[src/rtl/diff_drive_wheel_pid_top_assert.svh]
// Assertion macros used by the top-level file to check this block.
`ifndef DIFF_DRIVE_WHEEL_PID_TOP_ASSERT_SVH
`define DIFF_DRIVE_WHEEL_PID_TOP_ASSERT_SVH

// Checked on every rising edge while reset is low.
`define DDWP_ASSERT(label, prop, msg) \
   label: assert property (@(posedge clock) disable iff (reset) prop) \
      else $error(msg);

// Checked on every rising edge, reset included.
`define DDWP_ASSERT_ANY(label, prop, msg) \
   label: assert property (@(posedge clock) prop) else $error(msg);

`endif

[src/rtl/ddwp_pkg.sv]
package ddwp_pkg;

   localparam int AccumBitsDefault = 32;
   localparam int CsrIndexBits     = 4;

   localparam logic [CsrIndexBits-1:0] REG_GAIN_P_LEFT  = 4'd0;
   localparam logic [CsrIndexBits-1:0] REG_GAIN_I_LEFT  = 4'd1;
   localparam logic [CsrIndexBits-1:0] REG_GAIN_D_LEFT  = 4'd2;
   localparam logic [CsrIndexBits-1:0] REG_GAIN_P_RIGHT = 4'd3;
   localparam logic [CsrIndexBits-1:0] REG_GAIN_I_RIGHT = 4'd4;
   localparam logic [CsrIndexBits-1:0] REG_GAIN_D_RIGHT = 4'd5;
   localparam logic [CsrIndexBits-1:0] REG_HALF_TRACK   = 4'd6;
   localparam logic [CsrIndexBits-1:0] REG_SLEW_PER_MS  = 4'd7;

   localparam logic [15:0] GAIN_P_RESET     = 16'd3840;
   localparam logic [15:0] GAIN_I_RESET     = 16'd896;
   localparam logic [15:0] GAIN_D_RESET     = 16'd16384;
   localparam logic [15:0] HALF_TRACK_RESET = 16'd9306;
   localparam logic [14:0] SLEW_RESET       = 15'd1229;

   localparam logic KIND_COMMAND = 1'b0;
   localparam logic KIND_MEASURE = 1'b1;

   typedef struct packed {
      logic               kind;
      logic signed [15:0] cmd_linear;
      logic signed [15:0] cmd_angular;
      logic [15:0]        elapsed_ms;
      logic signed [15:0] meas_left;
      logic signed [15:0] meas_right;
   } ddwp_req_type;

   typedef struct packed {
      logic [15:0]        duty_left;
      logic [15:0]        duty_right;
      logic               dir_left;
      logic               dir_right;
      logic signed [15:0] target_left;
      logic signed [15:0] target_right;
   } ddwp_rsp_type;

   // Transaction after the shared multipliers of the front stage.
   typedef struct packed {
      logic               kind;
      logic signed [15:0] cmd_linear;
      logic signed [16:0] wheel_term;
      logic [30:0]        max_step;
      logic signed [15:0] meas_left;
      logic signed [15:0] meas_right;
   } ddwp_front_type;

   typedef struct packed {
      logic s1;
      logic s2;
      logic s3;
   } ddwp_adv_type;

   typedef struct packed {
      logic [15:0] kp;
      logic [15:0] ki;
      logic [15:0] kd;
   } ddwp_gain_type;

   typedef struct packed {
      logic [15:0]        duty;
      logic signed [15:0] setpoint;
   } ddwp_lane_out_type;

endpackage

[src/rtl/ddwp_front.sv]
module ddwp_front
   import ddwp_pkg::*;
(
   input  logic           clock,
   input  logic           load,
   input  ddwp_req_type   req,
   input  logic [15:0]    half_track,
   input  logic [14:0]    slew_per_ms,
   output ddwp_front_type stage_out
);

   logic signed [32:0] term_product;
   logic [30:0]        step_product;
   ddwp_front_type     stage_ff;
   ddwp_front_type     stage_in;

   always_comb begin
      term_product = req.cmd_angular * $signed({1'b0, half_track});
      step_product = slew_per_ms * req.elapsed_ms;

      stage_in.kind       = req.kind;
      stage_in.cmd_linear = req.cmd_linear;
      // The arithmetic shift by 16 rounds toward minus infinity.
      stage_in.wheel_term = term_product[32:16];
      stage_in.max_step   = step_product;
      stage_in.meas_left  = req.meas_left;
      stage_in.meas_right = req.meas_right;
   end

   always_ff @(posedge clock) begin
      if (load) begin
         stage_ff <= stage_in;
      end
   end

   assign stage_out = stage_ff;

endmodule

[config.mk]
export PLATFORM = sky130hd
export DESIGN_NAME = ddwp_front
export DESIGN_NICKNAME = d
export VERILOG_FILES = /design/src/rtl/diff_drive_wheel_pid_top_assert.svh /design/src/rtl/ddwp_pkg.sv /design/src/rtl/ddwp_front.sv
export SDC_FILE = /design/constraint.sdc
export NUM_CORES = 1
export LEC_CHECK = 0
export BUFFER_PORTS_ARGS = -buffer_cell sky130_fd_sc_hd__buf_2
export CAP_MARGIN = 5
export CORE_AREA = 2 2 265 215
export DETAILED_ROUTE_END_ITERATION = 10
export DIE_AREA = 0 0 267 217
export GPL_ROUTABILITY_DRIVEN = 0
export HOLD_SLACK_MARGIN = 0.12
export PLACE_DENSITY = 0.53
export RECOVER_POWER = 50
export SLEW_MARGIN = 20
export SYNTH_ARGS = -nofsm -noshare
export SYNTH_HDL_FRONTEND = slang
export SYNTH_SLANG_ARGS = --single-unit
[constraint.sdc]
create_clock -name clock -period 5.46 [get_ports clock]
set_input_delay 0.273 -clock clock [delete_from_list [all_inputs] [get_ports clock]]
set_output_delay 0.273 -clock clock [all_outputs]
set_load 0.01 [all_outputs]
==> results of run 1 <==
-- what timing repair did --
item,in CTS,in global routing
hold buffers,49,0
endpoints found under the hold margin,49,0
buffers inserted,2,11
pin swaps,30,51
endpoints found under the setup margin,13,23
gates resized for setup,57,112
gates cloned,0,1
-- stage by stage --
stage	hold slack (ns)	util, %	area, um^2
final	0.196	43.2	24100
after global routing	0.186	43.2	24100
after CTS	0.203	42.3	23600
after detailed placement	0.451	40.5	22600
after global placement	0.449	40.5	22600
after floorplan	0.372	-	19400
-- logic make-up after synthesis --
| logic type | Yosys count | synth area share (%) |
|---|---|---|
| and+or+nand+nor | 584 | 15.3 |
| buffers and inverters | 531 | 10.4 |
| DFF | 97 | 15.2 |
| xor gates and xnor gates | 44 | 2.01 |
| AOI/OAI and AO/OA | 123 | 4.32 |
| adders and majority gates | 587 | 52.8 |
-- cells in the mapped netlist, drive strengths merged, types with 2 or more instances --
master,n
a21oi,36
nor2,26
nand4,3
fa,373
o21ai,21
nor2b,4
nor4,2
nand3,11
ha,214
and4,3
nand2b,12
clkbuf,64
o22ai,2
xor2,14
nand2,257
or2,2
edfxtp,97
a21o,19
o21a,4
o2111ai,2
or3,3
o211ai,2
inv,465
a21boi,2
o31ai,3
o21bai,6
a41oi,2
a211oi,5
nor3,3
and3,8
a31oi,8
and2,247
xnor2,30
-- cell type report --
| cell class | count | area, um^2 | share of cell area (%) |
|---|---|---|---|
| Clock inverter | 7 | 73.8 | 0.307 |
| Sequential cell | 97 | 2910 | 12.1 |
| Tap cell | 760 | 951 | 3.95 |
| Multi-Input combinational cell | 1338 | 14700 | 61.3 |
| Inverter | 466 | 1750 | 7.27 |
| Antenna cell | 1 | 2.50 | 0.0104 |
| Timing Repair Buffer | 470 | 3410 | 14.2 |
| Clock buffer | 9 | 225 | 0.936 |
-- worst max path at each step --
stage	to	from	depth (start not counted)	slack, ns
after floorplan	stage_out[61]	slew_per_ms[5]	22	-0.12
after global placement	stage_out[60]	slew_per_ms[1]	22	-0.50
after detailed placement	stage_out[60]	slew_per_ms[1]	22	-0.58
after CTS	stage_out[61]	slew_per_ms[4]	22	-0.05
after global routing	stage_out[59]	req[39]	22	-0.19
final	stage_out[57]	slew_per_ms[2]	21	-0.03
-- metal layers --
layer | vias up | share of wire (%) | global-route usage, %
met5 | - | 0 | 0
met4 | 0 | 1.2 | 3.09
met3 | 32 | 5.1 | 2.76
met2 | 310 | 45 | 26.2
met1 | 7341 | 49 | 27.1
li1 | 6757 | - | -
==> metrics.md, run 1 <==
| Metric | Value |
|---|---|
| CP required | `5.59 ns` |
| Pins Over Slew Limit | `46` |
| CP dominant cell by count | `fa_1` |
| Clk sink count | `97` |
| Main synth FF type | `edfxtp_1` |
| TNS Setup | `-0.0785 ns` |
| Pre-CTS setup slack | `-0.578 ns` |
| Clock root cell | `clkbuf_16` |
| Vias in the first global route | `15000` |
| Seq cells post-synth | `97` |
| CTS tree | `done` |
| H-tree depth | `3` |
| Worst path arrival time | `5.62 ns` |
| Total core area | `55700 um^2` |
| Initial antenna violation count | `1` |
| Status | `complete, but fails checks` |
| Netlist Area Pre-Place | `19200 um^2` |
| Register clock-pin slew on the reported worst setup and hold paths | `0.09 ns` |
| Row Count | `78` |
| Detail-routed via count per cell | `4.59` |
| Final WS setup | `-0.0305 ns` |
| Layout cell share with drive strength beyond 1 | `20.3%` |
| Worst-case clock buffer depth | `2` |
| Top cells by area, synth | `fa_1 (39%), edfxtp_1 (15%), ha_1 (14%)` |
| Dpl cells | `3068` |
| Wire per inst | `15.8 um` |
| RSZ-0062 raised after global routing | `yes` |
| Final worst-path cycle share | `101%` |
| Starting density of the core | `34.5%` |
| Violated checks | `max-capacitance violations, max-slew violations, negative setup slack` |
| Seq/Total Area, Yosys | `15.2%` |
| HP Start | `slew_per_ms[0]` |
| Worst hold stages | `2` |
| Worst Path Max Fanout | `9` |
| First-pass GRT wire length | `80.0 mm` |
| Fin nets | `3083` |
| Synthesis-to-layout area growth | `25.3%` |
| WP buf/inv | `7` |
| Critical path's slowest cell | `fa_1` |
| Fill cells | `5438` |
| Iter 0 DRT Violations | `659` |
| Post-synth net total | `2667` |
| Largest net degree at the start of global routing | `54` |
| Worst Hold Class | `input pin to register` |
| Final wirelength | `49.7 mm` |
| Total GRT Usage | `17.6%` |
| Startpoint Class | `input pin` |
| Die Area | `57900 um^2` |
| Mapped Cells | `1966` |
| Crit path max-delay family | `adder cells` |
| EDFF count, synth | `97` |
| Final Hold Vio Count | `0` |
| DRC | `0` |
| Largest stage delay, worst path | `0.54 ns` |
| Largest register FFs | `97` |
| Synth unique cells | `54` |
| Max-Cap Viols | `1` |
| Final ANT Viol Nets | `0` |
| Crit path cell chain | `buf_6 > buf_6 > and2_1 > fa_1 > inv_2 > fa_1 > inv_2 > fa_1 > inv_2 > fa_1 > fa_1 > fa_1 > inv_2 > ha_4 > and3_4 > a221o_1 > a221oi_4 > o31ai_2 > a21oi_2 > buf_4 > xnor2_2` |
| Fmax | `182 MHz` |
| Post-DP HPWL | `41.9 mm` |
| Number of synthesis warnings | `0` |
| Fin crit period | `5.49 ns` |
| DR vias | `14400` |
| Leading cell types in the layout, fill and taps excluded | `inv_1 (455), fa_1 (366), nand2_1 (252), and2_1 (231), ha_1 (202)` |
| Die Y | `217 um` |
| Inserted Clock Buffers | `9` |
| Layout Cells excl Fill | `3148` |
| Setup crit end kind | `register` |
| # setup viols final | `3` |
| Grt total ovfl | `0` |
| Commonest non-fill, non-tap cell in the layout | `inv_1` |
| Worst-margin pin slew | `2.65 ns` |
| Setup CP Type | `input pin to register` |
| Relative slew slack | `-76.8%` |
| Die width | `267 um` |
| Synth area leader | `fa_1` |
| Synth top area share | `38.9%` |
| # port buffers | `210` |
| Initial DRT Pass Iterations | `5` |
| I/O pin count | `211` |
| Synth async-reset ratio | `0%` |
| Synthesized area per cell | `9.77 um^2` |
| Worst Hold End | `stage_out[32]` |
Power of run 1 is left out: the tool's default activity adds up to more than one toggle a clock period on the data nets, which glitch-free logic cannot reach.
==> run 2: changes to the inputs <==
--- a/config.mk
+++ b/config.mk
@@ -14,7 +14,6 @@
 export HOLD_SLACK_MARGIN = 0.12
 export PLACE_DENSITY = 0.53
 export RECOVER_POWER = 50
-export SLEW_MARGIN = 20
 export SYNTH_ARGS = -nofsm -noshare
 export SYNTH_HDL_FRONTEND = slang
 export SYNTH_SLANG_ARGS = --single-unit
==> constraint.sdc (replaced) <==
create_clock -name clock -period 5.46 [get_ports clock]
set_input_delay 0.819 -clock clock [delete_from_list [all_inputs] [get_ports clock]]
set_output_delay 0.819 -clock clock [all_outputs]
set_load 0.01 [all_outputs]
==> metrics.md, run 2 (synthesized netlist as in run 1, its figures left out) <==
| Metric | Value |
|---|---|
| Status | `complete, but fails checks` |
| Violated checks | `max-capacitance violations, max-slew violations, negative setup slack` |
| Worst-margin pin slew | `2.80 ns (+0.144 ns)` |
| CTS tree | `done` |
| Pre-CTS setup slack | `-1.10 ns (-0.523 ns)` |
| Inserted Clock Buffers | `9 (unchanged)` |
| Hold Buf Count CTS | `0 (-100%)` |
| Wire per inst | `15.7 um (-0.50%)` |
| Register clock-pin slew on the reported worst setup and hold paths | `0.09 ns (about the same)` |
| Largest net degree at the start of global routing | `50 (-7.4%)` |
| Clk sink count | `97 (unchanged)` |
| Layout Cells excl Fill | `3141 (-0.22%)` |
| Die width | `267 um (unchanged)` |
| Largest register FFs | `97 (unchanged)` |
| DRC | `0 (unchanged)` |
| Relative slew slack | `-86.4% (-9.6 points)` |
| Vias in the first global route | `15100 (+1.0%)` |
| Layout cell share with drive strength beyond 1 | `25.3% (+5.0 points)` |
| Clock root cell | `clkbuf_16` |
| Final wirelength | `49.4 mm (-0.72%)` |
| Initial DRT Pass Iterations | `5 (unchanged)` |
| CP required | `5.59 ns (about the same)` |
| Grt total ovfl | `0 (unchanged)` |
| Setup crit end kind | `register` |
| Die Area | `57900 um^2 (unchanged)` |
| Fin crit period | `6.06 ns (+0.569 ns)` |
| Final WS setup | `-0.599 ns (-0.569 ns)` |
| Post-DP HPWL | `42.5 mm (+1.6%)` |
| Startpoint Class | `input pin` |
| Total GRT Usage | `17.7% (+0.13 points)` |
| Max-Cap Viols | `1 (unchanged)` |
| Worst Hold Class | `input pin to register` |
| Iter 0 DRT Violations | `657 (-0.30%)` |
| Worst path arrival time | `6.19 ns (+0.57 ns)` |
| Leading cell types in the layout, fill and taps excluded | `inv_1 (447), fa_1 (362), nand2_1 (248), and2_1 (222), buf_4 (222)` |
| Detail-routed via count per cell | `4.58 (-0.25%)` |
| Row Count | `78 (unchanged)` |
| Final worst-path cycle share | `111% (+10 points)` |
| Pins Over Slew Limit | `50 (+8.7%)` |
| Fill cells | `5413 (-0.46%)` |
| I/O pin count | `211 (unchanged)` |
| Final ANT Viol Nets | `0 (unchanged)` |
| Worst-case clock buffer depth | `2 (unchanged)` |
| # setup viols final | `35 (+32)` |
| Die Y | `217 um (unchanged)` |
| Final Hold Vio Count | `0 (unchanged)` |
| Fin nets | `3077 (-0.19%)` |
| Final core utilization | `43.9% (+0.73 points)` |
| H-tree depth | `3 (unchanged)` |
| Dpl cells | `3098 (+0.98%)` |
| # port buffers | `210 (unchanged)` |
| Starting density of the core | `34.5% (unchanged)` |
| Total core area | `55700 um^2 (unchanged)` |
| Setup CP Type | `input pin to register` |
| DR vias | `14400 (-0.47%)` |
| Initial antenna violation count | `0 (-1)` |
| Synthesis-to-layout area growth | `27.4%` |
| Fmax | `165 MHz (-9.4%)` |
| Commonest non-fill, non-tap cell in the layout | `inv_1` |
| First-pass GRT wire length | `80.6 mm (+0.73%)` |
| Worst Path Max Fanout | `6 (-3)` |
| RSZ-0062 raised after global routing | `yes` |
| Diode count | `0 (-1)` |
-- run 2: cell count changes in the layout (fill, tap and decap cells not counted), moves of 12 or more --
cell           delta
clkbuf_1         -16
buf_6            +26
dlygate4sd3_1    -49
buf_2            +14
a21oi_1          -12
buf_4            +23
-- run 2: routing by layer --
metal	vias up	routed length, um	GRT usage (%)
met2	299	22900	28.2
met5	-	0	0
met1	7308	23600	26.0
li1	6737	-	-
met4	0	439	2.49
met3	28	2470	2.79
-- run 2: area by class of cell --
type,instances,area (um^2),share of cell area [%]
clock buffers,9,225,0.920
repair buffers,464,3380,13.8
multi-input cells,1338,15200,61.9
flip-flops and latches,97,2910,11.9
clock inverters,7,92.6,0.378
well taps,760,951,3.88
inverters,466,1750,7.16
-- run 2: final timing paths --
path                     from            end  cells past startpoint
worst max-delay path  req[42]  stage_out[55]                     22
worst min-delay path  req[19]  stage_out[19]                      1
-- run 2: through the flow --
step / hold WS, ns / setup TNS [ns] / cell area (um^2)
4_1_cts: 0.556 / -9.28 / 24000
2_1_floorplan: 0.918 / -8.30 / 19700
3_5_place_dp: 0.997 / -29.07 / 23000
5_1_grt: 0.569 / -15.36 / 24500
3_3_place_gp: 0.995 / -27.73 / 23000
6_report: 0.595 / -10.89 / 24500
-- run 2: critical path, stage by stage --
cell      delay [ns]
buf_12          0.11
and2_4          0.16
fa_1            0.55
inv_2           0.04
fa_1            0.52
inv_1           0.05
fa_1            0.49
inv_2           0.04
fa_1            0.50
inv_2           0.04
fa_1            0.47
inv_1           0.05
fa_1            0.50
inv_2           0.05
ha_4            0.15
or4_4           0.47
o22a_4          0.24
a221oi_4        0.37
buf_4           0.20
or2_1           0.12
o21bai_1        0.07
xor2_1          0.14
-- run 2: timing repair --
action,in CTS,in global routing
setup buffers,19,17
pin swaps,71,79
hold endpoints to repair,0,0
endpoints found under the setup margin,36,38
cloned,1,0
gates resized for setup,133,107
Power of run 2 is left out for the same reason.
==> run 3: changes to the inputs <==
--- a/config.mk
+++ b/config.mk
@@ -7,12 +7,12 @@
 export LEC_CHECK = 0
 export BUFFER_PORTS_ARGS = -buffer_cell sky130_fd_sc_hd__buf_2
 export CAP_MARGIN = 5
-export CORE_AREA = 2 2 265 215
+export CORE_AREA = 2 2 223 181
 export DETAILED_ROUTE_END_ITERATION = 10
-export DIE_AREA = 0 0 267 217
+export DIE_AREA = 0 0 225 183
 export GPL_ROUTABILITY_DRIVEN = 0
 export HOLD_SLACK_MARGIN = 0.12
-export PLACE_DENSITY = 0.53
+export PLACE_DENSITY = 0.71
 export RECOVER_POWER = 50
 export SYNTH_ARGS = -nofsm -noshare
 export SYNTH_HDL_FRONTEND = slang
==> metrics.md, run 3 (synthesized netlist as in run 1, its figures left out) <==
| Metric | Value |
|---|---|
| I/O pin count | `211 (unchanged)` |
| Iter 0 DRT Violations | `799 (+22%)` |
| Relative slew slack | `-120% (-34 points)` |
| Total GRT Usage | `23.6% (+5.9 points)` |
| Worst path arrival time | `6.12 ns (-0.07 ns)` |
| Largest register FFs | `97 (unchanged)` |
| Vias in the first global route | `15800 (+4.6%)` |
| Fill cells | `3147 (-42%)` |
| Post-DP HPWL | `39.9 mm (-6.3%)` |
| Leading cell types in the layout, fill and taps excluded | `inv_1 (435), fa_1 (361), nand2_1 (245), buf_4 (229), and2_1 (214)` |
| # port buffers | `210 (unchanged)` |
| Violated checks | `max-capacitance violations, max-slew violations, negative setup slack` |
| Post-Place Cell Area | `22800 um^2 (-0.87%)` |
| Crit path max-delay family | `adder cells` |
| Initial DRT Pass Iterations | `5 (unchanged)` |
| Startpoint Class | `input pin` |
| Row Count | `65 (-17%)` |
| Pins Over Slew Limit | `57 (+14%)` |
| Setup crit start | `req[37]` |
| Crit path cell chain | `buf_4 > and2_1 > fa_1 > inv_1 > fa_1 > inv_1 > fa_1 > fa_1 > fa_1 > inv_1 > fa_1 > inv_2 > ha_4 > a21oi_2 > o21ai_2 > a221o_1 > a221oi_4 > o31ai_4 > a21oi_2 > o21ai_1 > xnor2_1` |
| Register clock-pin slew on the reported worst setup and hold paths | `0.08 ns (about the same)` |
| Status | `complete, but fails checks` |
| HP Start | `req[16]` |
| Fin crit period | `5.99 ns (-0.0690 ns)` |
| Die Area | `41200 um^2 (-29%)` |
| Crit path depth | `21 (-4.5%)` |
| Max-Cap Viols | `1 (unchanged)` |
| Starting density of the core | `49.3% (+15 points)` |
| DRC | `0 (unchanged)` |
| Diode count | `0 (unchanged)` |
| Worst Hold Class | `input pin to register` |
| Largest net degree at the start of global routing | `57 (+14%)` |
| Synthesis-to-layout area growth | `26.4%` |
| Detail-routed via count per cell | `5.10 (+11%)` |
| First-pass GRT wire length | `77.5 mm (-3.8%)` |
| Clock root cell | `clkbuf_16` |
| RSZ-0062 raised after global routing | `yes` |
| Final ANT Viol Nets | `0 (unchanged)` |
| CP dominant cell by count | `fa_1` |
| Grt total ovfl | `0 (unchanged)` |
| Wire per inst | `16.3 um (+3.5%)` |
| Layout cell share with drive strength beyond 1 | `27.5% (+2.2 points)` |
| Pre-CTS setup slack | `-1.12 ns (-0.0166 ns)` |
| Die Y | `183 um (-16%)` |
| Final worst-path cycle share | `110% (-1.3 points)` |
| Commonest non-fill, non-tap cell in the layout | `inv_1` |
| Total core area | `39000 um^2 (-30%)` |
| Initial antenna violation count | `0 (unchanged)` |
| Final WS setup | `-0.530 ns (+0.0690 ns)` |
| Fin nets | `3085 (+0.26%)` |
| CP required | `5.59 ns (about the same)` |
| DR vias | `14700 (+2.6%)` |
| Clk sink count | `97 (unchanged)` |
| Fmax | `167 MHz (+1.2%)` |
| Largest stage delay, worst path | `0.54 ns (about the same)` |
| Worst-margin pin slew | `3.30 ns (+0.506 ns)` |
| CTS tree | `done` |
| TNS Setup | `-9.37 ns (+1.52 ns)` |
| Post-route cell area | `24300 um^2 (-0.77%)` |
| Die width | `225 um (-16%)` |
| Hold_ws | `0.616 ns (+0.0202 ns)` |
| Worst setup path endpoint | `stage_out[59]` |
| Setup CP Type | `input pin to register` |
| H-tree depth | `3 (unchanged)` |
| Hold Buf Count CTS | `0 (unchanged)` |
| Setup crit end kind | `register` |
| Final wirelength | `47.1 mm (-4.7%)` |
| Worst-case clock buffer depth | `2 (unchanged)` |
| Inserted Clock Buffers | `9 (unchanged)` |
| # setup viols final | `31 (-11%)` |
| Critical path's slowest cell | `fa_1` |
| Final Hold Vio Count | `0 (unchanged)` |
| WP buf/inv | `5 (-3)` |
| Worst Path Max Fanout | `9 (+3)` |
==> run 3: changes by cell type in the layout (fill, tap and decap cells not counted), moves of 4 or more <==
cell,previous run,this run
and2_1,222,214
and2_4,25,33
buf_2,143,154
buf_4,222,229
clkbuf_1,32,22
ha_1,196,191
inv_1,447,435
inv_2,18,30
nor2_2,1,5
o21ai_1,6,2
==> run 3: final cells by class <==
cell class | count | area (um^2) | area share [%]
sequential | 97 | 2910 | 12.0
timing repair buffer | 472 | 3430 | 14.1
clock inverter | 7 | 95.1 | 0.391
inverter | 466 | 1750 | 7.20
clock buffer | 9 | 225 | 0.927
multi-input combinational | 1338 | 15200 | 62.8
tap | 502 | 628 | 2.59
==> run 3: worst min-delay path by stage <==
stage	to	slack [ns]	depth (start not counted)
floorplan	stage_out[0]	0.92	0
global placement	stage_out[23]	1.0	1
detailed placement	stage_out[96]	1.0	1
CTS	stage_out[12]	0.59	1
global route	stage_out[80]	0.60	1
finish	stage_out[16]	0.62	1
==> run 3: per-layer routing <==
layer  track usage, %  vias up  share of wire (%)
li1                 -     6757                  -
met1             33.6     7475                 44
met2             38.5      442                 48
met3             3.14       70                5.9
met4             6.20        0                2.4
met5                0        -                  0
==> run 3: per-stage QoR <==
step,utilization [%],instances
after global routing,62.4,2891
after floorplan,-,1966
final,62.4,2891
after detailed placement,58.6,2853
after CTS,61.0,2879
after global placement,58.6,2853
==> run 3: timing repair <==
item | in CTS | in global routing
resized for setup | 136 | 134
cloned | 0 | 1
pin swaps | 67 | 77
buffers inserted | 11 | 15
setup endpoints to repair | 34 | 37
Power of run 3 is left out for the same reason.
