## config.mk

```make
export PLATFORM = sky130hd
export DESIGN_NAME = ddwp_merge
export DESIGN_NICKNAME = d
export VERILOG_FILES = /design/src/rtl/diff_drive_wheel_pid_top_assert.svh /design/src/rtl/ddwp_pkg.sv /design/src/rtl/ddwp_merge.sv
export SDC_FILE = /design/constraint.sdc
export NUM_CORES = 1
export LEC_CHECK = 0
export BUFFER_PORTS_ARGS = -buffer_cell sky130_fd_sc_hd__clkbuf_2
export CAP_MARGIN = 20
export CORE_ASPECT_RATIO = 1.2
export CORE_UTILIZATION = 37
export CTS_CLUSTER_DIAMETER = 40
export DETAILED_ROUTE_END_ITERATION = 12
export PLACE_DENSITY = 0.75
export SYNTH_ARGS = -nofsm -noshare
export SYNTH_HDL_FRONTEND = slang
export SYNTH_SLANG_ARGS = --single-unit
```

## constraint.sdc

```tcl
create_clock -name clock -period 1.18 [get_ports clock]
set_input_delay 0.118 -clock clock [delete_from_list [all_inputs] [get_ports clock]]
set_output_delay 0.118 -clock clock [all_outputs]
set_load 0.1 [all_outputs]
```

## src/rtl/diff_drive_wheel_pid_top_assert.svh

```systemverilog
// Assertion macros used by the top-level file to check this block.
`ifndef DIFF_DRIVE_WHEEL_PID_TOP_ASSERT_SVH
`define DIFF_DRIVE_WHEEL_PID_TOP_ASSERT_SVH

// Checked on every rising edge while reset is low.
`define DDWP_ASSERT(label, prop, msg) \
   label: assert property (@(posedge clock) disable iff (reset) prop) \
      else $error(msg);

// Checked on every rising edge, reset included.
`define DDWP_ASSERT_ANY(label, prop, msg) \
   label: assert property (@(posedge clock) prop) else $error(msg);

`endif

```

## src/rtl/ddwp_pkg.sv

```systemverilog
package ddwp_pkg;

   localparam int AccumBitsDefault = 32;
   localparam int CsrIndexBits     = 4;

   localparam logic [CsrIndexBits-1:0] REG_GAIN_P_LEFT  = 4'd0;
   localparam logic [CsrIndexBits-1:0] REG_GAIN_I_LEFT  = 4'd1;
   localparam logic [CsrIndexBits-1:0] REG_GAIN_D_LEFT  = 4'd2;
   localparam logic [CsrIndexBits-1:0] REG_GAIN_P_RIGHT = 4'd3;
   localparam logic [CsrIndexBits-1:0] REG_GAIN_I_RIGHT = 4'd4;
   localparam logic [CsrIndexBits-1:0] REG_GAIN_D_RIGHT = 4'd5;
   localparam logic [CsrIndexBits-1:0] REG_HALF_TRACK   = 4'd6;
   localparam logic [CsrIndexBits-1:0] REG_SLEW_PER_MS  = 4'd7;

   localparam logic [15:0] GAIN_P_RESET     = 16'd3840;
   localparam logic [15:0] GAIN_I_RESET     = 16'd896;
   localparam logic [15:0] GAIN_D_RESET     = 16'd16384;
   localparam logic [15:0] HALF_TRACK_RESET = 16'd9306;
   localparam logic [14:0] SLEW_RESET       = 15'd1229;

   localparam logic KIND_COMMAND = 1'b0;
   localparam logic KIND_MEASURE = 1'b1;

   typedef struct packed {
      logic               kind;
      logic signed [15:0] cmd_linear;
      logic signed [15:0] cmd_angular;
      logic [15:0]        elapsed_ms;
      logic signed [15:0] meas_left;
      logic signed [15:0] meas_right;
   } ddwp_req_type;

   typedef struct packed {
      logic [15:0]        duty_left;
      logic [15:0]        duty_right;
      logic               dir_left;
      logic               dir_right;
      logic signed [15:0] target_left;
      logic signed [15:0] target_right;
   } ddwp_rsp_type;

   // Transaction after the shared multipliers of the front stage.
   typedef struct packed {
      logic               kind;
      logic signed [15:0] cmd_linear;
      logic signed [16:0] wheel_term;
      logic [30:0]        max_step;
      logic signed [15:0] meas_left;
      logic signed [15:0] meas_right;
   } ddwp_front_type;

   typedef struct packed {
      logic s1;
      logic s2;
      logic s3;
   } ddwp_adv_type;

   typedef struct packed {
      logic [15:0] kp;
      logic [15:0] ki;
      logic [15:0] kd;
   } ddwp_gain_type;

   typedef struct packed {
      logic [15:0]        duty;
      logic signed [15:0] setpoint;
   } ddwp_lane_out_type;

endpackage

```

## src/rtl/ddwp_merge.sv

```systemverilog
module ddwp_merge
   import ddwp_pkg::*;
(
   input  logic              clock,
   input  logic              reset,
   input  logic              in_valid,
   input  ddwp_lane_out_type left,
   input  ddwp_lane_out_type right,
   output logic              take,
   output logic              rsp_valid,
   input  logic              rsp_ready,
   output ddwp_rsp_type      rsp_data
);

   logic         out_valid_ff, out_valid_in;
   ddwp_rsp_type out_ff, out_in;

   always_comb begin
      take = in_valid && (!out_valid_ff || rsp_ready);

      out_in.duty_left    = left.duty;
      out_in.duty_right   = right.duty;
      out_in.dir_left     = left.setpoint[15];
      out_in.dir_right    = !right.setpoint[15];
      out_in.target_left  = left.setpoint;
      out_in.target_right = right.setpoint;

      out_valid_in = take || (out_valid_ff && !rsp_ready);
   end

   always_ff @(posedge clock) begin
      if (reset) begin
         out_valid_ff <= 1'b0;
      end else begin
         out_valid_ff <= out_valid_in;
      end
   end

   always_ff @(posedge clock) begin
      if (take) begin
         out_ff <= out_in;
      end
   end

   assign rsp_valid = out_valid_ff;
   assign rsp_data  = out_ff;

endmodule

```

==> report_table.html, run 1 <==
<table>
<tr><th>Metric</th><th>Value</th></tr>
<tr><th colspan="2">Outcome</th></tr>
<tr><td>Run status</td><td>finished, violations left</td></tr>
<tr><td>Violated checks</td><td>negative setup slack</td></tr>
<tr><th colspan="2">Synthesis</th></tr>
<tr><td>Post-Synthesis Net Count</td><td>140</td></tr>
<tr><td>Syn Area/Cell</td><td>28.0 um^2</td></tr>
<tr><td>Area share of the largest cell type after synthesis</td><td>96.7%</td></tr>
<tr><td>Post-synthesis cell count</td><td>between 70 and 80</td></tr>
<tr><td>Biggest area contributors in the synthesized netlist</td><td>sky130_fd_sc_hd__edfxtp_1 97%, sky130_fd_sc_hd__dfxtp_1 0.99%, sky130_fd_sc_hd__nand2b_4 0.68%</td></tr>
<tr><td>Sequential area share after synthesis</td><td>between 90% and 100%</td></tr>
<tr><td>Ys Warns</td><td>0</td></tr>
<tr><td>Post-synthesis cell area</td><td>2020 um^2</td></tr>
<tr><td>Synthesis-stage register bit count</td><td>between 60 and 70</td></tr>
<tr><td>Number of distinct standard cells referenced by the synthesized netlist</td><td>7</td></tr>
<tr><td>Cell type contributing the most total cell area after synthesis</td><td>sky130_fd_sc_hd__edfxtp_1</td></tr>
<tr><th colspan="2">Route</th></tr>
<tr><td>Routed len/inst</td><td>between 15 and 20 um</td></tr>
<tr><td>Vias after detailed routing</td><td>around 1600</td></tr>
<tr><td>Number of search-and-repair iterations in the first detailed-routing pass</td><td>4</td></tr>
<tr><td>First-iteration detailed-routing DRC count</td><td>75</td></tr>
<tr><td>Count of nets left with antenna violations after detail routing</td><td>0</td></tr>
<tr><td>DRC errors left</td><td>0</td></tr>
<tr><td>Vias per inst</td><td>4.50</td></tr>
<tr><td>Total Routed Length</td><td>6880 um</td></tr>
<tr><th colspan="2">Timing</th></tr>
<tr><td>Min Tclk post-route</td><td>between 1000 and 1500 ps</td></tr>
<tr><td>Hold violation count in the final report</td><td>0</td></tr>
<tr><td>Clock tree skew after final layout</td><td>about 6 ps</td></tr>
<tr><td>FMAX</td><td>roughly 0.76 GHz</td></tr>
<tr><td>Hold slack</td><td>roughly 27 ps</td></tr>
<tr><td>Worst-Margin Slew</td><td>197 ps</td></tr>
<tr><td>Fraction of the cycle the final worst path needs</td><td>112%</td></tr>
<tr><td>Unrepaired setup endpoints after global routing</td><td>true</td></tr>
<tr><td>Final max-slew violation count</td><td>0</td></tr>
<tr><td>Final setup margin</td><td>-142 ps</td></tr>
<tr><td>Final setup fails</td><td>66</td></tr>
<tr><td>Worst slew margin relative to its limit</td><td>86.9%</td></tr>
<tr><td>Sum of negative setup slack</td><td>-4020 ps</td></tr>
<tr><th colspan="2">Power</th></tr>
<tr><td>Worst IR Drop VDD</td><td>about 0.001 V</td></tr>
<tr><td>Power density cells</td><td>around 1300 nW/um^2</td></tr>
<tr><td>Leakage power</td><td>about 0.002 uW</td></tr>
<tr><td>Final total power</td><td>6370 uW</td></tr>
<tr><th colspan="2">Clock network</th></tr>
<tr><td>TritonCTS Buffers</td><td>9</td></tr>
<tr><td>Clock latency on the worst-skew pair</td><td>about 320 ps</td></tr>
<tr><td>Deepest level of the CTS H-tree</td><td>3</td></tr>
<tr><td>Clock slew at the register clock pins of the worst setup and hold paths</td><td>roughly 70 ps</td></tr>
<tr><td>Clock tree sinks</td><td>66</td></tr>
<tr><td>TritonCTS clock tree</td><td>built</td></tr>
<tr><td>Worst-case clock buffer depth</td><td>2</td></tr>
<tr><td>Root buffer cell</td><td>sky130_fd_sc_hd__clkbuf_8</td></tr>
<tr><th colspan="2">Setup path</th></tr>
<tr><td>Slowest cell delay on critical path</td><td>360 ps</td></tr>
<tr><td>Cell type group with the largest total delay on the critical path</td><td>flip-flops</td></tr>
<tr><td>Number of buffers and inverters on the critical path</td><td>2</td></tr>
<tr><td>Critical path start-end classification</td><td>flop to output port</td></tr>
<tr><td>Critical Path Source Type</td><td>flop</td></tr>
<tr><td>Slack of the worst reg-to-reg path</td><td>-140 ps</td></tr>
<tr><td>Slowest library cell on the worst path</td><td>sky130_fd_sc_hd__dfxtp_4</td></tr>
<tr><td>Setup crit end kind</td><td>output port</td></tr>
<tr><td>Largest fanout on the critical path</td><td>2</td></tr>
<tr><td>Register-to-Register Path Depth</td><td>4</td></tr>
<tr><td>Cell chain of the critical path</td><td>nand2b_4, and2_4, buf_12, buf_16</td></tr>
<tr><td>Data arrival time of the worst path</td><td>about 1200 ps</td></tr>
<tr><td>FF-to-FF End</td><td>rsp_data[15]$_DFFE_PP_</td></tr>
<tr><td>Startpoint of the most critical register-to-register path</td><td>rsp_valid$_SDFF_PP0_</td></tr>
<tr><td>Worst path required time</td><td>between 1000 and 1500 ps</td></tr>
<tr><th colspan="2">Global route</th></tr>
<tr><td>All-Layer GR Usage</td><td>between 20% and 30%</td></tr>
<tr><td>Residual overflow from global routing</td><td>0</td></tr>
<tr><td>Number of global-route vias before repair</td><td>1800</td></tr>
<tr><td>Pin count of the biggest net entering global routing</td><td>24</td></tr>
<tr><td>Wire length of the first global-routing pass</td><td>between 10000 and 15000 um</td></tr>
<tr><td>Number of antenna violations at the first check in global routing</td><td>1</td></tr>
<tr><th colspan="2">Final layout</th></tr>
<tr><td>Number of nets at the end of the flow</td><td>~360</td></tr>
<tr><td>Post-layout instance count excluding filler cells</td><td>359</td></tr>
<tr><td>Final Util</td><td>around 90%</td></tr>
<tr><td>Area growth from synthesis to final layout</td><td>134%</td></tr>
<tr><td>Share of cells above drive strength 1</td><td>between 50% and 60%</td></tr>
<tr><th colspan="2">Floorplan</th></tr>
<tr><td>Vertical die dimension</td><td>a little over 80 um</td></tr>
<tr><td>X dimension of the die</td><td>between 60 and 70 um</td></tr>
<tr><td>Starting density of the core</td><td>between 30% and 40%</td></tr>
<tr><td>Core region area</td><td>approximately 5300 um^2</td></tr>
<tr><td>Site row count</td><td>29</td></tr>
<tr><td>Area enclosed by the die boundary</td><td>5760 um^2</td></tr>
<tr><td>Number of top-level pins</td><td>136</td></tr>
<tr><th colspan="2">Flow run</th></tr>
<tr><td># Max-Cap Violations</td><td>0</td></tr>
<tr><th colspan="2">Worst hold path</th></tr>
<tr><td>Count of cells along the worst hold path</td><td>3</td></tr>
<tr><td>Startpoint of the tightest hold check path</td><td>in_valid</td></tr>
<tr><td>Hold worst-path end</td><td>rsp_valid$_SDFF_PP0_</td></tr>
<tr><td>Worst Hold Class</td><td>input port to flop</td></tr>
<tr><th colspan="2">Place</th></tr>
<tr><td>Number of port buffers</td><td>135</td></tr>
<tr><td># placed instances</td><td>around 270</td></tr>
<tr><td>Final estimated routing congestion in global placement</td><td>0.690</td></tr>
</table>
registers in the layout (all words and copies together), names as in the netlist:
| register | count |
|---|---|
| rsp_valid | 1 |
| rsp_data | 65 |
per-stage QoR:
stage | instance area, um^2 | setup WS [ps]
4_1_cts | 4710 | -111
5_1_grt | 4730 | -175
3_5_place_dp | 3850 | 63.7
6_report | 4730 | -142
2_1_floorplan | 2030 | -498
3_3_place_gp | 3850 | 93.3
cell families after synthesis:
family	count (synthesis)	synth area share (%)
AO/OA/AOI/OAI	1	0.434
flip-flops	66	97.7
AND/OR/NAND/NOR	2	1.12
buffers and inverters	3	0.744
cell usage after synthesis:
cell type and number:
sky130_fd_sc_hd__edfxtp_1 65, sky130_fd_sc_hd__dfxtp_1 1, sky130_fd_sc_hd__a21oi_2 1, sky130_fd_sc_hd__inv_1 2
sky130_fd_sc_hd__buf_4 1, sky130_fd_sc_hd__nand2b_4 1, sky130_fd_sc_hd__and2_4 1
power breakdown:
group | internal (uW) | total [uW] | switching (uW) | leakage, uW
clock network | 725 | 1540 | 816 | 0.0000776
logic | 775 | 1970 | 1200 | 0.00129
registers | 2750 | 2860 | 116 | 0.000638
worst register-to-register path: stages, from the launching register on:
cell	delay (ps)
sky130_fd_sc_hd__dfxtp_4	360
sky130_fd_sc_hd__nand2b_4	70
sky130_fd_sc_hd__and2_4	170
sky130_fd_sc_hd__buf_4	150
sky130_fd_sc_hd__bufbuf_16	290
final cells by class:
type	count	area, um^2
fill	175	531
antenna	1	2.50
timing repair buffer	209	2480
sequential	66	1980
multi-input combinational	3	31.3
clock inverter	6	23.8
tap	62	77.6
clock buffer	10	128
inverter	2	7.51
worst max-delay path by stage:
stage	end	cells after the start	from
finish	take	4	rsp_valid$_SDFF_PP0_
global route	take	4	rsp_valid$_SDFF_PP0_
CTS	take	4	rsp_valid$_SDFF_PP0_
detailed placement	take	4	rsp_valid$_SDFF_PP0_
global placement	take	4	rsp_valid$_SDFF_PP0_
floorplan	rsp_data[0]$_DFFE_PP_	2	rsp_valid$_SDFF_PP0_
placed cells by master (no fill, tap or decap):
cell                            netlist  final
sky130_fd_sc_hd__bufbuf_16            0      1
sky130_fd_sc_hd__diode_2              0      1
sky130_fd_sc_hd__clkbuf_2             0     67
sky130_fd_sc_hd__nand2b_4             1      1
sky130_fd_sc_hd__and2_4               1      1
sky130_fd_sc_hd__clkbuf_8             0      9
sky130_fd_sc_hd__clkinv_2             0      1
sky130_fd_sc_hd__buf_12               0     70
sky130_fd_sc_hd__clkbuf_1             0      1
sky130_fd_sc_hd__dfxtp_4              0      1
sky130_fd_sc_hd__clkinv_1             0      5
sky130_fd_sc_hd__buf_4                1      5
sky130_fd_sc_hd__buf_16               0      1
sky130_fd_sc_hd__a21oi_2              1      1
sky130_fd_sc_hd__inv_1                2      2
sky130_fd_sc_hd__dlygate4sd3_1        0     65
sky130_fd_sc_hd__edfxtp_1            65     65
routing by layer:
layer / up-vias / share of wire, % / global-route usage [%]
met5: - / 0 / 0
met2: 90 / 61 / 49.2
met1: 783 / 30 / 21.9
li1: 724 / - / -
met3: 19 / 4.5 / 6.31
met4: 0 / 4.2 / 14.1
timing repair:
| action | CTS | global route |
|---|---|---|
| pin swaps | 0 | 0 |
| setup buffers | 4 | 1 |
| gates resized for setup | 0 | 1 |
| hold buffers | 65 | 0 |
| setup endpoints to repair | 1 | 66 |
| hold endpoints to repair | 65 | 0 |
| cloned | 1 | 0 |
Power figures use the tool's default switching activity.
==> run 2, diff against run 1 <==
Settings changed: ABC_AREA set to 1, CORE_UTILIZATION 37 to 36, PLACE_DENSITY 0.75 to 0.74, SLEW_MARGIN set to 30.
==> report_table.html, run 2 <==
<table>
<tr><th>Metric</th><th>Value</th></tr>
<tr><th colspan="2">Place</th></tr>
<tr><td># placed instances</td><td>271 (unchanged)</td></tr>
<tr><td>Post-DP HPWL</td><td>3670 um</td></tr>
<tr><td>Final estimated routing congestion in global placement</td><td>0.695 (+0.86%)</td></tr>
<tr><td>Number of port buffers</td><td>135 (unchanged)</td></tr>
<tr><td>Worst setup slack after placement</td><td>-9.89 ps (-73.6 ps)</td></tr>
<tr><th colspan="2">Worst hold path</th></tr>
<tr><td>Worst Hold Class</td><td>input port to flop</td></tr>
<tr><td>Startpoint of the tightest hold check path</td><td>rsp_ready</td></tr>
<tr><th colspan="2">Final layout</th></tr>
<tr><td>Number of nets at the end of the flow</td><td>365 (+1.7%)</td></tr>
<tr><td>Most frequent cells in the layout</td><td>70 x sky130_fd_sc_hd__buf_12, 67 x sky130_fd_sc_hd__clkbuf_2, 65 x sky130_fd_sc_hd__dlygate4sd3_1, 65 x sky130_fd_sc_hd__edfxtp_1, 9 x sky130_fd_sc_hd__clkbuf_8</td></tr>
<tr><td>Share of cells above drive strength 1</td><td>55.0% (+1.6 points)</td></tr>
<tr><td>N_diodes</td><td>0 (-1)</td></tr>
<tr><td>Flip-flop count of the largest register after layout</td><td>65 (unchanged)</td></tr>
<tr><td>Area growth from synthesis to final layout</td><td>141%</td></tr>
<tr><td>Post-layout instance count excluding filler cells</td><td>362 (+0.84%)</td></tr>
<tr><td>Total of fill cells in the finished design</td><td>171 (-2.3%)</td></tr>
<tr><td>Commonest non-fill, non-tap cell in the layout</td><td>sky130_fd_sc_hd__buf_12</td></tr>
<tr><th colspan="2">Timing</th></tr>
<tr><td>Worst-Margin Slew</td><td>207 ps (+10.2 ps)</td></tr>
<tr><td>Unrepaired setup endpoints after global routing</td><td>true</td></tr>
<tr><td>Final max-slew violation count</td><td>0 (unchanged)</td></tr>
<tr><td>Final setup fails</td><td>67 (+1.5%)</td></tr>
<tr><td>Hold violation count in the final report</td><td>0 (unchanged)</td></tr>
<tr><td>Worst slew margin relative to its limit</td><td>86.2% (-0.68 points)</td></tr>
<tr><td>Min Tclk post-route</td><td>1310 ps (-13.1 ps)</td></tr>
<tr><td>Sum of negative setup slack</td><td>-5980 ps (-1960 ps)</td></tr>
<tr><td>Final setup margin</td><td>-129 ps (+13.1 ps)</td></tr>
<tr><td>FMAX</td><td>0.764 GHz (+1.0%)</td></tr>
<tr><td>Clock tree skew after final layout</td><td>9.07 ps (+3.10 ps)</td></tr>
<tr><td>Fraction of the cycle the final worst path needs</td><td>111% (-1.1 points)</td></tr>
<tr><th colspan="2">Floorplan</th></tr>
<tr><td>Starting density of the core</td><td>37.7% (-0.66 points)</td></tr>
<tr><td>Core region area</td><td>5330 um^2 (+1.4%)</td></tr>
<tr><td>Site row count</td><td>29 (unchanged)</td></tr>
<tr><td>Area enclosed by the die boundary</td><td>5890 um^2 (+2.3%)</td></tr>
<tr><td>Number of top-level pins</td><td>136 (unchanged)</td></tr>
<tr><td>Vertical die dimension</td><td>83.9 um (+1.2%)</td></tr>
<tr><td>X dimension of the die</td><td>70.2 um (+1.2%)</td></tr>
<tr><th colspan="2">Route</th></tr>
<tr><td>Total Routed Length</td><td>8830 um (+28%)</td></tr>
<tr><td>Vias per inst</td><td>4.80 (+6.6%)</td></tr>
<tr><td>Routed len/inst</td><td>24.4 um (+27%)</td></tr>
<tr><td>Number of search-and-repair iterations in the first detailed-routing pass</td><td>4 (unchanged)</td></tr>
<tr><td>Count of nets left with antenna violations after detail routing</td><td>0 (unchanged)</td></tr>
<tr><td>Vias after detailed routing</td><td>1737 (+7.5%)</td></tr>
<tr><td>First-iteration detailed-routing DRC count</td><td>145 (+93%)</td></tr>
<tr><td>DRC errors left</td><td>0 (unchanged)</td></tr>
<tr><th colspan="2">Synthesis</th></tr>
<tr><td>Post-synth EDFFs</td><td>65 (unchanged)</td></tr>
<tr><td>Post-synthesis async set-or-reset flop share</td><td>0% (unchanged)</td></tr>
<tr><td>Sequential area share after synthesis</td><td>98.1% (+0.36 points)</td></tr>
<tr><td>Syn Area/Cell</td><td>27.5 um^2 (-1.7%)</td></tr>
<tr><td>Post-Synthesis Net Count</td><td>141 (+0.71%)</td></tr>
<tr><td>XOR/XNOR share of the synthesized area</td><td>0% (unchanged)</td></tr>
<tr><td>Biggest area contributors in the synthesized netlist</td><td>sky130_fd_sc_hd__edfxtp_1 97%, sky130_fd_sc_hd__dfxtp_1 1.0%, sky130_fd_sc_hd__a21oi_2 0.44%</td></tr>
<tr><td>Synthesis-stage register bit count</td><td>66 (unchanged)</td></tr>
<tr><td>Count leader, synth</td><td>sky130_fd_sc_hd__edfxtp_1</td></tr>
<tr><td>Fraction of the mapped netlist area in adder cells</td><td>0% (unchanged)</td></tr>
<tr><td>Number of distinct standard cells referenced by the synthesized netlist</td><td>8 (+1)</td></tr>
<tr><td>Post-synthesis cell count</td><td>73 (+1.4%)</td></tr>
<tr><td>Ys Warns</td><td>0 (unchanged)</td></tr>
<tr><td>Multiplexer area fraction after synthesis</td><td>0% (unchanged)</td></tr>
<tr><td>Post-Synth Simple-Gate Area</td><td>0.311% (-0.80 points)</td></tr>
<tr><td>Post-synth top flop</td><td>sky130_fd_sc_hd__edfxtp_1</td></tr>
<tr><td>Cell type contributing the most total cell area after synthesis</td><td>sky130_fd_sc_hd__edfxtp_1</td></tr>
<tr><td>Post-synthesis cell area</td><td>2010 um^2 (-0.37%)</td></tr>
<tr><td>Most instantiated cells after synthesis</td><td>65 x sky130_fd_sc_hd__edfxtp_1, 2 x sky130_fd_sc_hd__inv_1</td></tr>
<tr><td>Main combinational cell family by area after synthesis</td><td>buffers and inverters</td></tr>
<tr><td>Area share of the largest cell type after synthesis</td><td>97.1% (+0.36 points)</td></tr>
<tr><td>Area fraction in compound gates after synthesis</td><td>0.685% (+0.25 points)</td></tr>
<tr><th colspan="2">Setup path</th></tr>
<tr><td>Worst path required time</td><td>1060 ps (about the same)</td></tr>
<tr><td>Setup crit end kind</td><td>output port</td></tr>
<tr><td>Largest fanout on the critical path</td><td>2 (unchanged)</td></tr>
<tr><td>Startpoint of the most critical register-to-register path</td><td>rsp_valid$_SDFF_PP0_</td></tr>
<tr><td>Critical path start-end classification</td><td>flop to output port</td></tr>
<tr><td>Critical Path Source Type</td><td>flop</td></tr>
<tr><td>CP startpoint</td><td>rsp_valid$_SDFF_PP0_</td></tr>
<tr><td>Data arrival time of the worst path</td><td>1190 ps (about the same)</td></tr>
<tr><th colspan="2">Outcome</th></tr>
<tr><td>Run status</td><td>finished, violations left</td></tr>
<tr><td>Violated checks</td><td>negative setup slack</td></tr>
<tr><th colspan="2">Clock network</th></tr>
<tr><td>TritonCTS Buffers</td><td>9 (unchanged)</td></tr>
<tr><td>Clock latency on the worst-skew pair</td><td>340 ps (+20 ps)</td></tr>
<tr><td>Clock slew at the register clock pins of the worst setup and hold paths</td><td>80 ps (about the same)</td></tr>
<tr><td>Root buffer cell</td><td>sky130_fd_sc_hd__clkbuf_8</td></tr>
<tr><td>Clock tree sinks</td><td>66 (unchanged)</td></tr>
<tr><td>Worst-case clock buffer depth</td><td>2 (unchanged)</td></tr>
<tr><td>TritonCTS clock tree</td><td>built</td></tr>
<tr><td>Deepest level of the CTS H-tree</td><td>3 (unchanged)</td></tr>
<tr><th colspan="2">Flow run</th></tr>
<tr><td># Max-Cap Violations</td><td>0 (unchanged)</td></tr>
<tr><th colspan="2">Global route</th></tr>
<tr><td>Residual overflow from global routing</td><td>0 (unchanged)</td></tr>
<tr><td>Number of global-route vias before repair</td><td>1981 (+10%)</td></tr>
<tr><td>All-Layer GR Usage</td><td>30.2% (+5.3 points)</td></tr>
<tr><td>Wire length of the first global-routing pass</td><td>12200 um (+21%)</td></tr>
<tr><td>Pin count of the biggest net entering global routing</td><td>23 (-4.2%)</td></tr>
<tr><td>Number of antenna violations at the first check in global routing</td><td>0 (-1)</td></tr>
<tr><th colspan="2">Power</th></tr>
<tr><td>Worst IR Drop VDD</td><td>0.00156 V (+51%)</td></tr>
<tr><td>Power density cells</td><td>1350 nW/um^2 (about the same)</td></tr>
<tr><td>Final total power</td><td>6530 uW (+2.4%)</td></tr>
<tr><td>Leakage power</td><td>0.00205 uW (+2.3%)</td></tr>
</table>
-- run 2: cell types whose count changed in the layout (fill, tap and decap cells not counted), moves of 2 or more --
cell | before | now
sky130_fd_sc_hd__buf_16 | 1 | 3
sky130_fd_sc_hd__clkinv_1 | 5 | 3
sky130_fd_sc_hd__buf_4 | 5 | 3
sky130_fd_sc_hd__clkbuf_16 | 0 | 3
sky130_fd_sc_hd__buf_6 | 0 | 3
-- run 2: area by class of cell --
type                       instances  area (um^2)  share of cell area, %
clock buffer                       9          124                   2.56
clock inverter                     5         23.8                  0.491
inverter                           3         11.3                  0.232
multi-input combinational          3         31.3                  0.646
sequential                        66         1980                   40.8
tap                               62         77.6                   1.60
timing repair buffer             214         2600                   53.7
-- run 2: per-layer routing --
layer | global-route usage [%] | vias to the layer above | share of wire [%]
li1 | - | 735 | -
met1 | 33.2 | 857 | 36
met2 | 51.5 | 123 | 52
met3 | 10.6 | 22 | 8.7
met4 | 14.5 | 0 | 3.0
met5 | 0 | - | 0
-- run 2: stage by stage --
stage	hold slack, ps	utilization (%)	area [um^2]
floorplan	171	-	2040
global placement	273	71.6	3820
detailed placement	278	71.6	3820
CTS	60.5	88.3	4710
global route	66.3	90.8	4840
finish	60.7	90.8	4840
-- run 2: logic make-up (layout without fill, tap and decap cells) --
group                  after synthesis  in the layout
AO/OA/AOI/OAI                        2              2
flip-flops                          66             66
AND/OR/NAND/NOR                      1              1
buffers and inverters                4            231
-- run 2: critical path: stages (launching register included) --
cell and delay, ps:
sky130_fd_sc_hd__dfxtp_4 360, sky130_fd_sc_hd__a21oi_4 180, sky130_fd_sc_hd__buf_12 140, sky130_fd_sc_hd__buf_16 160
-- run 2: what timing repair did --
item | in CTS | in global routing
setup buffers | 3 | 4
gates cloned | 2 | 5
setup endpoints to repair | 23 | 66
gates resized for setup | 6 | 5
hold buffers | 65 | 0
hold endpoints to repair | 65 | 0
pin swaps | 1 | 1
-- run 2: path summary, 6_finish.rpt --
path / slack [ps] / cells past startpoint / endpoint
hold reg to reg: 750 / 4 / rsp_valid$_SDFF_PP0_
setup reg to reg: -120 / 4 / rsp_data[43]$_DFFE_PP_
setup / recovery: -130 / 3 / take
hold / removal: 60 / 4 / rsp_valid$_SDFF_PP0_
-- run 2: where the power goes --
group          total [uW]  leakage (uW)  switching [uW]  internal, uW
registers            2870      0.000638             126          2750
logic                2070       0.00134            1250           817
clock network        1590     0.0000735             874           714
